[config.mk]
export PLATFORM = sky130hd
export DESIGN_NAME = utf8_byte_stream_decoder_unit_flat
export DESIGN_NICKNAME = d
export VERILOG_FILES = /design/src/rtl/u8dec_pkg.sv /design/src/rtl/u8dec_in_if.sv /design/src/rtl/u8dec_out_if.sv /design/src/rtl/utf8_byte_stream_decoder_unit.sv /design/src/flat_wrapper.sv
export SDC_FILE = /design/constraint.sdc
export NUM_CORES = 1
export LEC_CHECK = 0
export BUFFER_PORTS_ARGS = -buffer_cell sky130_fd_sc_hd__buf_2
export CORE_AREA = 2 2 72 74
export DETAILED_ROUTE_END_ITERATION = 6
export DIE_AREA = 0 0 74 76
export PLACE_DENSITY = 0.72
export SLEW_MARGIN = 20
export SYNTH_ARGS = -nofsm -noshare
export SYNTH_HDL_FRONTEND = slang
export SYNTH_SLANG_ARGS = --single-unit
[constraint.sdc]
create_clock -name i_clk -period 3 [get_ports i_clk]
set_input_delay 0.6 -clock i_clk [delete_from_list [all_inputs] [get_ports i_clk]]
set_output_delay 0.6 -clock i_clk [all_outputs]
set_load 0.01 [all_outputs]
[src/rtl/u8dec_pkg.sv]
// Shared types and constants for the UTF-8 byte stream decoder.
package u8dec_pkg;

    localparam int unsigned BYTE_W = 8;
    localparam int unsigned CP_W   = 27;
    localparam int unsigned LEN_W  = 3;

    typedef logic [BYTE_W-1:0] t_byte;
    typedef logic [CP_W-1:0]   t_code_point;
    typedef logic [LEN_W-1:0]  t_seq_len;

    // Lead byte classification: mask and match on the top bits
    localparam t_byte LEAD1_MASK  = 8'h80;
    localparam t_byte LEAD1_MATCH = 8'h00;
    localparam t_byte LEAD2_MASK  = 8'hE0;
    localparam t_byte LEAD2_MATCH = 8'hC0;
    localparam t_byte LEAD3_MASK  = 8'hF0;
    localparam t_byte LEAD3_MATCH = 8'hE0;
    localparam t_byte LEAD4_MASK  = 8'hF8;
    localparam t_byte LEAD4_MATCH = 8'hF0;

    // Payload masks per lead type and for continuation bytes
    localparam t_byte PAY2_MASK = 8'h3F;
    localparam t_byte PAY3_MASK = 8'h1F;
    localparam t_byte PAY4_MASK = 8'h0F;
    localparam t_byte PAY5_MASK = 8'h07;
    localparam t_byte CONT_MASK = 8'h3F;

    localparam int unsigned CONT_BITS = 6;

    localparam t_seq_len LEN_1 = 3'd1;
    localparam t_seq_len LEN_2 = 3'd2;
    localparam t_seq_len LEN_3 = 3'd3;
    localparam t_seq_len LEN_4 = 3'd4;
    localparam t_seq_len LEN_5 = 3'd5;

endpackage

[src/rtl/u8dec_in_if.sv]
// Input channel: one raw stream byte per word.
interface u8dec_in_if;
    logic                  valid;
    logic                  ready;
    u8dec_pkg::t_byte      in_byte;

    modport source (output valid, output in_byte, input ready);
    modport sink   (input valid, input in_byte, output ready);
endinterface

[src/rtl/u8dec_out_if.sv]
// Output channel: one decoded code point and its sequence length per word.
interface u8dec_out_if;
    logic                     valid;
    logic                     ready;
    u8dec_pkg::t_code_point   code_point;
    u8dec_pkg::t_seq_len      seq_length;

    modport source (output valid, output code_point, output seq_length, input ready);
    modport sink   (input valid, input code_point, input seq_length, output ready);
endinterface

[src/rtl/utf8_byte_stream_decoder_unit.sv]
// UTF-8 byte stream decoder top level: byte in, code point out.
//
//   channel   dir   word                         handshake
//   i_in      in    in_byte[7:0]                 valid/ready
//   o_out     out   code_point[26:0], seq_length valid/ready
//
// One byte per clock is taken while i_in.ready is high; a result appears in the
// cycle after the byte that completes its sequence. The sequence state and the output register
// are updated at the same edge, so throughput is one byte per cycle when the output is not stalled.
// i_in.ready is low only while a result is held and o_out.ready is low.
// Synchronous reset clears the sequence state and the output valid.
module utf8_byte_stream_decoder_unit (
    input  logic        i_clk,
    input  logic        i_rst_n,
    u8dec_in_if.sink    i_in,
    u8dec_out_if.source o_out
);
    import u8dec_pkg::*;

    t_code_point r_partial, n_partial;
    t_seq_len    r_remaining, n_remaining;
    t_seq_len    r_size, n_size;

    logic        r_out_valid;
    t_code_point r_out_cp;
    t_seq_len    r_out_len;

    logic        emit;
    t_code_point emit_cp;
    t_seq_len    emit_len;
    t_code_point shifted;
    logic        in_acc;

    assign i_in.ready = !r_out_valid || o_out.ready;
    assign in_acc     = i_in.valid && i_in.ready;

    assign shifted = {r_partial[CP_W-CONT_BITS-1:0],
                      CONT_BITS'(i_in.in_byte & CONT_MASK)};

    always_comb begin
        n_partial   = r_partial;
        n_remaining = r_remaining;
        n_size      = r_size;
        emit        = 1'b0;
        emit_cp     = shifted;
        emit_len    = r_size;
        if (r_remaining == '0) begin
            if ((i_in.in_byte & LEAD1_MASK) == LEAD1_MATCH) begin
                emit     = 1'b1;
                emit_cp  = CP_W'(i_in.in_byte);
                emit_len = LEN_1;
            end else if ((i_in.in_byte & LEAD2_MASK) == LEAD2_MATCH) begin
                n_partial = CP_W'(i_in.in_byte & PAY2_MASK);
                n_size    = LEN_2;
            end else if ((i_in.in_byte & LEAD3_MASK) == LEAD3_MATCH) begin
                n_partial = CP_W'(i_in.in_byte & PAY3_MASK);
                n_size    = LEN_3;
            end else if ((i_in.in_byte & LEAD4_MASK) == LEAD4_MATCH) begin
                n_partial = CP_W'(i_in.in_byte & PAY4_MASK);
                n_size    = LEN_4;
            end else begin
                // stray continuations and 0xF8..0xFF land here too
                n_partial = CP_W'(i_in.in_byte & PAY5_MASK);
                n_size    = LEN_5;
            end
            if (!emit) begin
                n_remaining = n_size - LEN_1;
            end
        end else begin
            // continuation: prefix bits are not checked
            n_partial   = shifted;
            n_remaining = r_remaining - LEN_1;
            if (n_remaining == '0) begin
                emit      = 1'b1;
                n_partial = '0;
                n_size    = '0;
            end
        end
    end

    always_ff @(posedge i_clk) begin
        if (!i_rst_n) begin
            r_partial   <= '0;
            r_remaining <= '0;
            r_size      <= '0;
            r_out_valid <= 1'b0;
        end else begin
            if (in_acc) begin
                r_partial   <= n_partial;
                r_remaining <= n_remaining;
                r_size      <= n_size;
            end
            if (in_acc && emit) begin
                r_out_valid <= 1'b1;
            end else if (o_out.ready) begin
                r_out_valid <= 1'b0;
            end
        end
    end

    always_ff @(posedge i_clk) begin
        if (in_acc && emit) begin
            r_out_cp  <= emit_cp;
            r_out_len <= emit_len;
        end
    end

    assign o_out.valid      = r_out_valid;
    assign o_out.code_point = r_out_cp;
    assign o_out.seq_length = r_out_len;

endmodule

[src/flat_wrapper.sv]
// flat-port wrapper written by rule: the top's interface ports become plain ports
module utf8_byte_stream_decoder_unit_flat import u8dec_pkg::*;
  (i_clk, i_rst_n, i_in_valid, i_in_in_byte, i_in_ready, o_out_valid, o_out_code_point, o_out_seq_length, o_out_ready);
  u8dec_in_if i_in_i ();
  u8dec_out_if o_out_i ();
  input  logic i_clk;
  input  logic i_rst_n;
  input wire logic [$bits(i_in_i.valid)-1:0] i_in_valid;
  input wire logic [$bits(i_in_i.in_byte)-1:0] i_in_in_byte;
  output wire logic [$bits(i_in_i.ready)-1:0] i_in_ready;
  output wire logic [$bits(o_out_i.valid)-1:0] o_out_valid;
  output wire logic [$bits(o_out_i.code_point)-1:0] o_out_code_point;
  output wire logic [$bits(o_out_i.seq_length)-1:0] o_out_seq_length;
  input wire logic [$bits(o_out_i.ready)-1:0] o_out_ready;
  assign i_in_i.valid = i_in_valid;
  assign i_in_i.in_byte = i_in_in_byte;
  assign i_in_ready = i_in_i.ready;
  assign o_out_valid = o_out_i.valid;
  assign o_out_code_point = o_out_i.code_point;
  assign o_out_seq_length = o_out_i.seq_length;
  assign o_out_i.ready = o_out_ready;
  utf8_byte_stream_decoder_unit u_core (.i_clk(i_clk), .i_rst_n(i_rst_n), .i_in(i_in_i), .o_out(o_out_i));
endmodule
==> results of run 1 <==
## power by group
part / internal, mW / leakage, nW / switching (mW)
Clock: 0.404 / 0.0974 / 0.274
Combinational: 0.144 / 0.503 / 0.231
Sequential: 0.913 / 0.511 / 0.0320
Total: 1.46 / 1.11 / 0.538
## sequential cells by signal (all words and copies together), names as in the netlist
name,cells
u_core.o_out.code_point,27
u_core.o_out.seq_length,3
u_core.o_out.valid,1
u_core.r_partial,21
u_core.r_remaining,3
u_core.r_size,3
## metrics by stage
step | utilization (%) | total power, mW | instances | cell area, um2 | hold WS (ns)
2_1_floorplan | - | 1.24 | 192 | 2370 | 0.444
3_3_place_gp | 53.3 | 1.33 | 296 | 2620 | 0.460
3_5_place_dp | 53.3 | 1.34 | 296 | 2620 | 0.465
4_1_cts | 57.2 | 2.02 | 312 | 2810 | 0.470
5_1_grt | 57.2 | 2.09 | 312 | 2810 | 0.478
6_report | 57.2 | 2.00 | 312 | 2810 | 0.475
## worst min-delay path, stage by stage, from the launching register on
cell and delay (ns):
dfxtp_1 0.32, a32oi_1 0.05, nor2_1 0.07
## layer usage
| layer | GRT usage, % | up-vias |
|---|---|---|
| met5 | 0 | - |
| met4 | 8.73 | 0 |
| met3 | 3.31 | 6 |
| met2 | 24.4 | 49 |
| met1 | 20.5 | 754 |
| li1 | - | 799 |
## placed cells by master (no fill, tap or decap), types with 2 or more instances in the layout
| cell type | n |
|---|---|
| a32oi_1 | 16 |
| dfxtp_1 | 28 |
| nor2b_1 | 19 |
| and3_1 | 2 |
| and2_4 | 2 |
| nand2b_1 | 5 |
| a32o_1 | 2 |
| o32ai_1 | 2 |
| nand2_1 | 9 |
| and2b_1 | 4 |
| mux2i_1 | 2 |
| edfxtp_1 | 30 |
| a22o_1 | 4 |
| clkbuf_8 | 10 |
| nor3_1 | 2 |
| nand3_1 | 3 |
| ha_1 | 4 |
| nor2_1 | 20 |
| buf_2 | 43 |
| clkinv_2 | 2 |
| a31oi_1 | 2 |
| mux2_2 | 2 |
| inv_1 | 4 |
| clkbuf_1 | 3 |
| a21oi_1 | 3 |
| buf_4 | 3 |
## Yosys cell counts, drive strengths merged, types with 3 or more instances
library cell / instances
a22o: 4
inv: 4
nor2: 21
nor2b: 19
dfxtp: 28
ha: 4
edfxtp: 30
a21oi: 3
nand2: 9
a32oi: 16
clkbuf: 3
and3: 3
nand3: 3
buf: 9
and2b: 4
nand2b: 5
## layout make-up
type                            instances  area [um2]  share of cell area, %
Clock buffer                           13         149                   5.30
Clock inverter                          3        40.0                   1.43
Inverter                                4        15.0                  0.535
Multi-Input combinational cell        118         817                   29.1
Sequential cell                        58        1460                   52.0
Tap cell                               70        87.6                   3.12
Timing Repair Buffer                   46         238                   8.47
## kinds of logic after synthesis
group / count (synthesis)
fa+ha+maj: 4
flops: 58
simple gates: 73
mux: 4
xor+xnor: 1
buf+inv: 16
compound gates: 36
## worst min path at each step
stage | slack, ns | to | depth (start not counted)
6_report | 0.48 | u_core.r_partial[16] | 2
5_1_grt | 0.48 | u_core.o_out.code_point[0] | 1
4_1_cts | 0.47 | u_core.o_out.code_point[0] | 1
3_5_place_dp | 0.47 | u_core.r_partial[16] | 2
3_3_place_gp | 0.46 | u_core.r_partial[15] | 2
2_1_floorplan | 0.44 | u_core.r_size[1] | 2
==> impl_metrics.toml, run 1 <==
[run_status]
status = "complete, no violations"

[detailed_routing]
drt_iter0_drc = 154
maxUsedRoutingLayer = "met4"
antenna_left = 0
vias_per_cell = 5.15
wl_met3_um = 199
wl_met1_mm = 1.88
wl_per_cell_um = 13.6
vias = 1608
dr.pass1.iters = 4
drc = 0
totalWireLength_mm = 4.25
dr_wl_met2_mm = 2.10

[worst_setup_path]
worstSetupPathType = "flop to flop"
cp_max_fo = 20
crit_chain = "inv_1 -> ha_1 -> nor3b_4 -> nor3_1 -> nor2_2 -> buf_4"
endpoint = "u_core.o_out.code_point[14]"
cpPeakStageDelay_ns = 0.47
rrSetupSlack_ns = 0.95
cp_slowest_cell = "nor3b_4"
path_depth = 6
end_kind = "flop"
reg2reg_to = "u_core.o_out.code_point[14]"
cp_data_arrival_time_ns = 2.05
crit_buf_inv = 2
critPathLaunchType = "flop"
required_ns = 3.00
r2r-start = "u_core.r_remaining[0]"
worst_r2r_path_depth = 6
cp_top_family = "simple AND/OR/NAND/NOR gates"
crit_start = "u_core.r_remaining[0]"

[synthesis]
async_reset_ff_share_pct = 0
syn_area_mm2 = 0.00237
yosys.area.top_type_share_pct = 38.0
synthXorXnorAreaFrac_pct = 0.370
syn_area_per_cell_um2 = 12.3
ys_seq_elements = 58
synth_ff_type = "edfxtp_1"
syn_nets = 208
yosys_warnings = 0
yosys.area_share.simple_pct = 17.7
synth_cells = 192
synthAdderAreaFrac_pct = 2.11
synth_edf_count = 30
seq_area_frac_synth_pct = 61.7
synth.area.mux_share_pct = 1.80
synth_cell_type_count = 39
synth_top_cell_by_area = "edfxtp_1"
synth_compound_area_share_pct = 12.4
synth_area_leaders = "edfxtp_1, dfxtp_1, a32oi_1, nor2b_1, nor2_1"
synth_top_family_by_area = "simple AND/OR/NAND/NOR gates"

[floorplan]
initial_utilization_pct = 48.2
io_pins = 44
core.rowCount = 26
fp.dieW_um = 74
dieArea_mm2 = 0.00562
die_h_um = 76
core_area_mm2 = 0.00491

[grt]
first_global_vias = 1467
grt.total_usage_pct = 15.8
grt.overflow.total = 0
grt_start_max_net_pins = 23
grt_pass1_wl_mm = 6.78
antenna_found_initial = 0

[layout]
antenna_cells = 0
final_nets = 253
drive_gt1_share_pct = 28.1
area_growth_pct = 18.5
nFillCells = 419

[clock_network]
cts_tree = "yes"
clockRootBuffer = "clkbuf_8"
cts_resized = 0
cts_made_buffers = 9
clock_sinks = 58
clk_pin_slew_ns = 0.06
htreeDepth = 3
cts_hold_buffers = 0
post-cts-setup-buffers = 0
clock_path_buffers = 2
clkLatencyLatePin_ns = 0.32

[sta]
setup_viol = 0
tightest_slew_ns = 0.691
rsz0062_at_grt = "false"
finalMaxSlewViolations = 0
period_share_pct = 68.4
fin_crit_ns = 2.05
setup_ws_ns = 0.949
final_hold_viol_count = 0
clock_skew_ns = 0.00717
max_slew_margin_pct = 53.9
clock.fmax_mhz = 488
tns_ns = 0

[power_and_ir_drop]
irDropWorstVdd_uv = 337
leakagePower_nw = 1.11
power.density_mw_per_mm2 = 712

[placed_design]
dp_hpwl_mm = 2.87
io_buffers = 43
post-place-ws_ns = 0.855
gp_congestion = 0.819

[min_path]
hold_class = "flop to flop"
hp-start = "u_core.r_partial[16]"

[flow_run]
maxCapViolCount = 0
(Power assumes the default switching activity.)
==> run 2, diff against run 1 <==
CORE_AREA = 2 2 73 75   (was 2 2 72 74)
DIE_AREA = 0 0 75 77   (was 0 0 74 76)
PLACE_DENSITY = 0.73   (was 0.72)
clock period = 1.73 ns   (was 3 ns; I/O delays follow)
==> run 2 against run 1 <==
Cell count is 4.5% higher. Wire length is 11% higher. Clock-buffer cell count is 2 lower. Core utilization is 4.1 points higher. Power is 87% higher. Combinational power is 130% higher. Clock power is 80% higher. Via count is 6.4% higher. Sequential share of layout area is 4.0 points lower. Design area is 8.6% higher. Critical path type unchanged.
==> impl_metrics.toml, run 2 (synthesis gave the netlist of run 1 again) <==
[clock_network]
cts_made_buffers = 9
clockRootBuffer = "clkbuf_8"
clock_sinks = 58
clkLatencyLatePin_ns = 0.33
cts_tree = "yes"
clock_path_buffers = 2
cts_hold_buffers = 0
clk_pin_slew_ns = 0.06
htreeDepth = 3

[layout]
drive_gt1_share_pct = 36.3
final-seq-area_mm2 = 0.00147
area_growth_pct = 28.7
multi_input_area_um2 = 876
final_nets = 267
post-route-util_pct = 61.3
largest_register_ffs = 27
nFillCells = 415
antenna_cells = 0
layout_common_cells = "buf_2, edfxtp_1, dfxtp_1"
fin_area_mm2 = 0.00305
final_common_cell = "buf_2"

[sta]
fin_crit_ns = 1.71
clock.fmax_mhz = 585
clock_skew_ns = 0.00981
period_share_pct = 98.9
setup_ws_ns = 0.0193
final_hold_viol_count = 0
rsz0062_at_grt = "true"
worst_hold_slack_ns = 0.219
tightest_slew_ns = 0.399
finalMaxSlewViolations = 0
setup_viol = 0
max_slew_margin_pct = 73.4

[worst_setup_path]
rrSetupSlack_ns = 0.02
crit_chain = "inv_4 -> ha_4 -> nor4b_4 -> nor3_4 -> nor2_4 -> buf_4 -> buf_4"
cpPeakStageDelay_ns = 0.38
worstSetupPathType = "flop to flop"
end_kind = "flop"
crit_top_cell = "buf_4"
cp_slowest_cell = "dfxtp_4"
cp_max_fo = 6
critPathLaunchType = "flop"
cp_data_arrival_time_ns = 1.76
required_ns = 1.78
worst_r2r_path_depth = 7

[detailed_routing]
totalWireLength_mm = 4.72
vias = 1711
drt_iter0_drc = 101
dr.pass1.iters = 4
wl_per_cell_um = 14.5
drc = 0
vias_per_cell = 5.25
antenna_left = 0

[floorplan]
io_pins = 44
fp.dieW_um = 75
initial_utilization_pct = 47.6
core_area_mm2 = 0.00498
core.rowCount = 26
die_h_um = 77
dieArea_mm2 = 0.00578

[grt]
met2_usage_pct = 25.1
antenna_found_initial = 0
use_met3_pct = 6.44
grt_pass1_wl_mm = 7.40
grtUsageMet1_pct = 22.6
grt.total_usage_pct = 17.3
top_usage_layer = "met2"
grt.overflow.total = 0
grt_start_max_net_pins = 27
first_global_vias = 1534

[power_and_ir_drop]
leakagePower_nw = 1.21
irDropWorstVdd_uv = 523
power.density_mw_per_mm2 = 1230
power_frac_seq_pct = 44.0
p_total_mw = 3.74
p_switching_mw = 1.05
p_comb_share_pct = 23.3
p_int_mw = 2.69
swShare_pct = 28.1
power_frac_clock_pct = 32.6

[placed_design]
placed_cell_area_mm2 = 0.00273
gp_congestion = 0.833
post-place-ws_ns = 0.0377
io_buffers = 43
dp_hpwl_mm = 3.07

[min_path]
whs_path_depth = 1
hold_class = "input port to flop"

[run_status]
status = "complete, no violations"

[flow_run]
maxCapViolCount = 0
## run 2: changes by cell type in the layout (fill, tap and decap cells not counted), sizes merged
cell / previous run / this run
buf: 46 / 58
clkinv: 2 / 4
## run 2: layout make-up
cell class | count | share of cell area [%]
inverters | 4 | 0.574
repair buffers | 60 | 13.3
clock inverters | 5 | 1.76
multi-input cells | 118 | 28.7
clock buffers | 11 | 4.64
flip-flops and latches | 58 | 48.1
well taps | 70 | 2.87
## run 2: per-layer routing
metal | routed length, um | vias to the layer above
met3 | 286 | 9
li1 | - | 834
met4 | 92 | 0
met5 | 0 | -
met1 | 2050 | 805
met2 | 2280 | 63
## run 2: repair_timing
| item | CTS | global route |
|---|---|---|
| setup endpoints to repair | 0 | 33 |
| resized for setup | 0 | 4 |
| setup buffers | 0 | 5 |
## run 2: metrics by stage
step	TNS [ns]	instances
2_1_floorplan	-3.97	192
3_3_place_gp	0	302
3_5_place_dp	0	302
4_1_cts	0	318
5_1_grt	-0.359	326
6_report	0	326
## run 2: power groups by stage
stage	Sequential (mW)	Combinational, mW	Clock [mW]
6_report	1.65	0.873	1.22
5_1_grt	1.66	0.944	1.30
4_1_cts	1.64	0.778	1.24
3_5_place_dp	1.67	0.773	0
3_3_place_gp	1.67	0.763	0
2_1_floorplan	1.69	0.515	0
## run 2: final timing paths
path / start / to
worst max-delay path: u_core.r_remaining[0] / u_core.o_out.code_point[23]
worst min-delay path: i_in_in_byte[1] / u_core.o_out.code_point[1]
worst max register to register: u_core.r_remaining[0] / u_core.o_out.code_point[23]
worst min register to register: u_core.r_partial[16] / u_core.r_partial[16]
## run 2: worst max-delay path, delay by kind of cell (launching register included)
kind          cells  cell delay, ns
fa+ha+maj         1            0.18
buf+inv           3            0.32
flops             1            0.38
simple gates      3            0.54
==> run 3, diff against run 2 <==
==> constraint.sdc (replaced) <==
create_clock -name i_clk -period 1.73 [get_ports i_clk]
set_input_delay 0.4325 -clock i_clk [delete_from_list [all_inputs] [get_ports i_clk]]
set_output_delay 0.4325 -clock i_clk [all_outputs]
set_load 0.01 [all_outputs]
==> run 3 against run 2 <==
Wire length is 0.81% lower. Power is 6.3% higher. Hold slack better by 0.077 ns. Global-route usage increased by 0.90 points. Core utilization rose by 0.20 points. Design area increased by 0.33%. Sequential share of layout area fell by 0.28 points. Clock skew decreased by 0.0036 ns. Sequential cell count is the same. Die area unchanged. First-iteration DRC count down 18%. Largest cell class unchanged. Largest power group unchanged.
==> impl_metrics.toml, run 3 (synthesis gave the netlist of run 1 again) <==
[run_status]
status = "complete, no violations"

[detailed_routing]
totalWireLength_mm = 4.68
drt_iter0_drc = 83
dr.pass1.iters = 4
antenna_left = 0
drc = 0
vias = 1671
wl_per_cell_um = 14.3
vias_per_cell = 5.13

[min_path]
min_to = "u_core.o_out.code_point[0]"
hold_class = "input port to flop"
hp-start = "i_in_in_byte[0]"
whs_path_depth = 1

[placed_design]
post-place-ws_ns = 0.00470
placed_cell_area_mm2 = 0.00280
io_buffers = 43
dp_hpwl_mm = 3.19
gp_congestion = 0.788

[sta]
finalMaxSlewViolations = 0
setup_ws_ns = 0.0815
final_hold_viol_count = 0
period_share_pct = 95.3
setup_viol = 0
tightest_slew_ns = 0.388
clock_skew_ns = 0.00618
rsz0062_at_grt = "false"
worst_hold_slack_ns = 0.296
fin_crit_ns = 1.65
clock.fmax_mhz = 607
max_slew_margin_pct = 74.1

[clock_network]
clock_sinks = 58
clkLatencyLatePin_ns = 0.33
clockRootBuffer = "clkbuf_8"
htreeDepth = 3
clk_pin_slew_ns = 0.07
cts_hold_buffers = 0
cts_resized = 0
cts_made_buffers = 9
clock_path_buffers = 2
cts_tree = "yes"

[grt]
first_global_vias = 1640
antenna_found_initial = 0
grt.total_usage_pct = 18.2
grt_pass1_wl_mm = 7.88
grt.overflow.total = 0
grt_start_max_net_pins = 18

[worst_setup_path]
cp_max_fo = 15
worstSetupPathType = "flop to flop"
rrSetupSlack_ns = 0.08
crit_chain = "inv_2 -> ha_4 -> nor3b_4 -> buf_4 -> nor3_4 -> nor2_4 -> buf_12"
reg2reg_to = "u_core.o_out.seq_length[0]"
r2r-start = "u_core.r_remaining[0]"
critPathLaunchType = "flop"
worst_r2r_path_depth = 7
end_kind = "flop"
cp_top_family = "buffers and inverters"
crit_buf_inv = 3
cp_slowest_cell = "dfxtp_2"
required_ns = 1.77
cp_data_arrival_time_ns = 1.69
cpPeakStageDelay_ns = 0.35

[layout]
final_common_cell = "buf_2"
layout_common_cells = "buf_2, edfxtp_1, dfxtp_1"
fin_area_mm2 = 0.00306
antenna_cells = 0
largest_register_ffs = 27
final_nets = 267
post-route-util_pct = 61.5
drive_gt1_share_pct = 35.9
area_growth_pct = 29.2

[floorplan]
die_h_um = 77
io_pins = 44
core.rowCount = 26
core_area_mm2 = 0.00498
fp.dieW_um = 75
dieArea_mm2 = 0.00578
initial_utilization_pct = 47.6

[power_and_ir_drop]
power.density_mw_per_mm2 = 1300
irDropWorstVdd_uv = 748
leakagePower_nw = 1.22
p_total_mw = 3.98

[flow_run]
maxCapViolCount = 0
## run 3: repair_timing
item	CTS	global route
setup buffers	2	1
endpoints found under the setup margin	5	44
pin swaps	0	1
## run 3: metal layers
layer	wire length, um	up-vias	track usage (%)
met3	289	5	5.78
met5	0	-	0
met2	2280	52	28.1
met4	44	0	6.79
li1	-	830	-
met1	2060	784	23.7
## run 3: power breakdown
part	total, mW	switching [mW]	internal [mW]
Combinational	0.840	0.459	0.381
Clock	1.49	0.537	0.956
Sequential	1.65	0.0621	1.58
## run 3: layout make-up
class | instances | area [um2]
Sequential cell | 58 | 1460
Timing Repair Buffer | 60 | 380
Fill cell | 410 | 1920
Clock buffer | 9 | 124
Clock inverter | 7 | 116
Multi-Input combinational cell | 118 | 873
Inverter | 4 | 15.0
Tap cell | 70 | 87.6
## run 3: worst max-delay path by stage
stage	slack, ns	endpoint	start	cells past startpoint
2_1_floorplan	-0.13	u_core.o_out.code_point[0]	u_core.r_remaining[0]	5
3_3_place_gp	0.03	u_core.o_out.code_point[0]	i_in_in_byte[7]	5
3_5_place_dp	0.005	u_core.o_out.code_point[16]	u_core.r_remaining[0]	6
4_1_cts	0.03	u_core.r_partial[3]	u_core.r_remaining[0]	7
5_1_grt	0.0003	u_core.o_out.code_point[7]	u_core.r_remaining[0]	7
6_report	0.08	u_core.o_out.seq_length[0]	u_core.r_remaining[0]	7
## run 3: metrics by stage
stage          std cells  TNS, ns
6_report             326        0
5_1_grt              326        0
4_1_cts              325        0
3_5_place_dp         307        0
3_3_place_gp         307        0
2_1_floorplan        192    -3.97
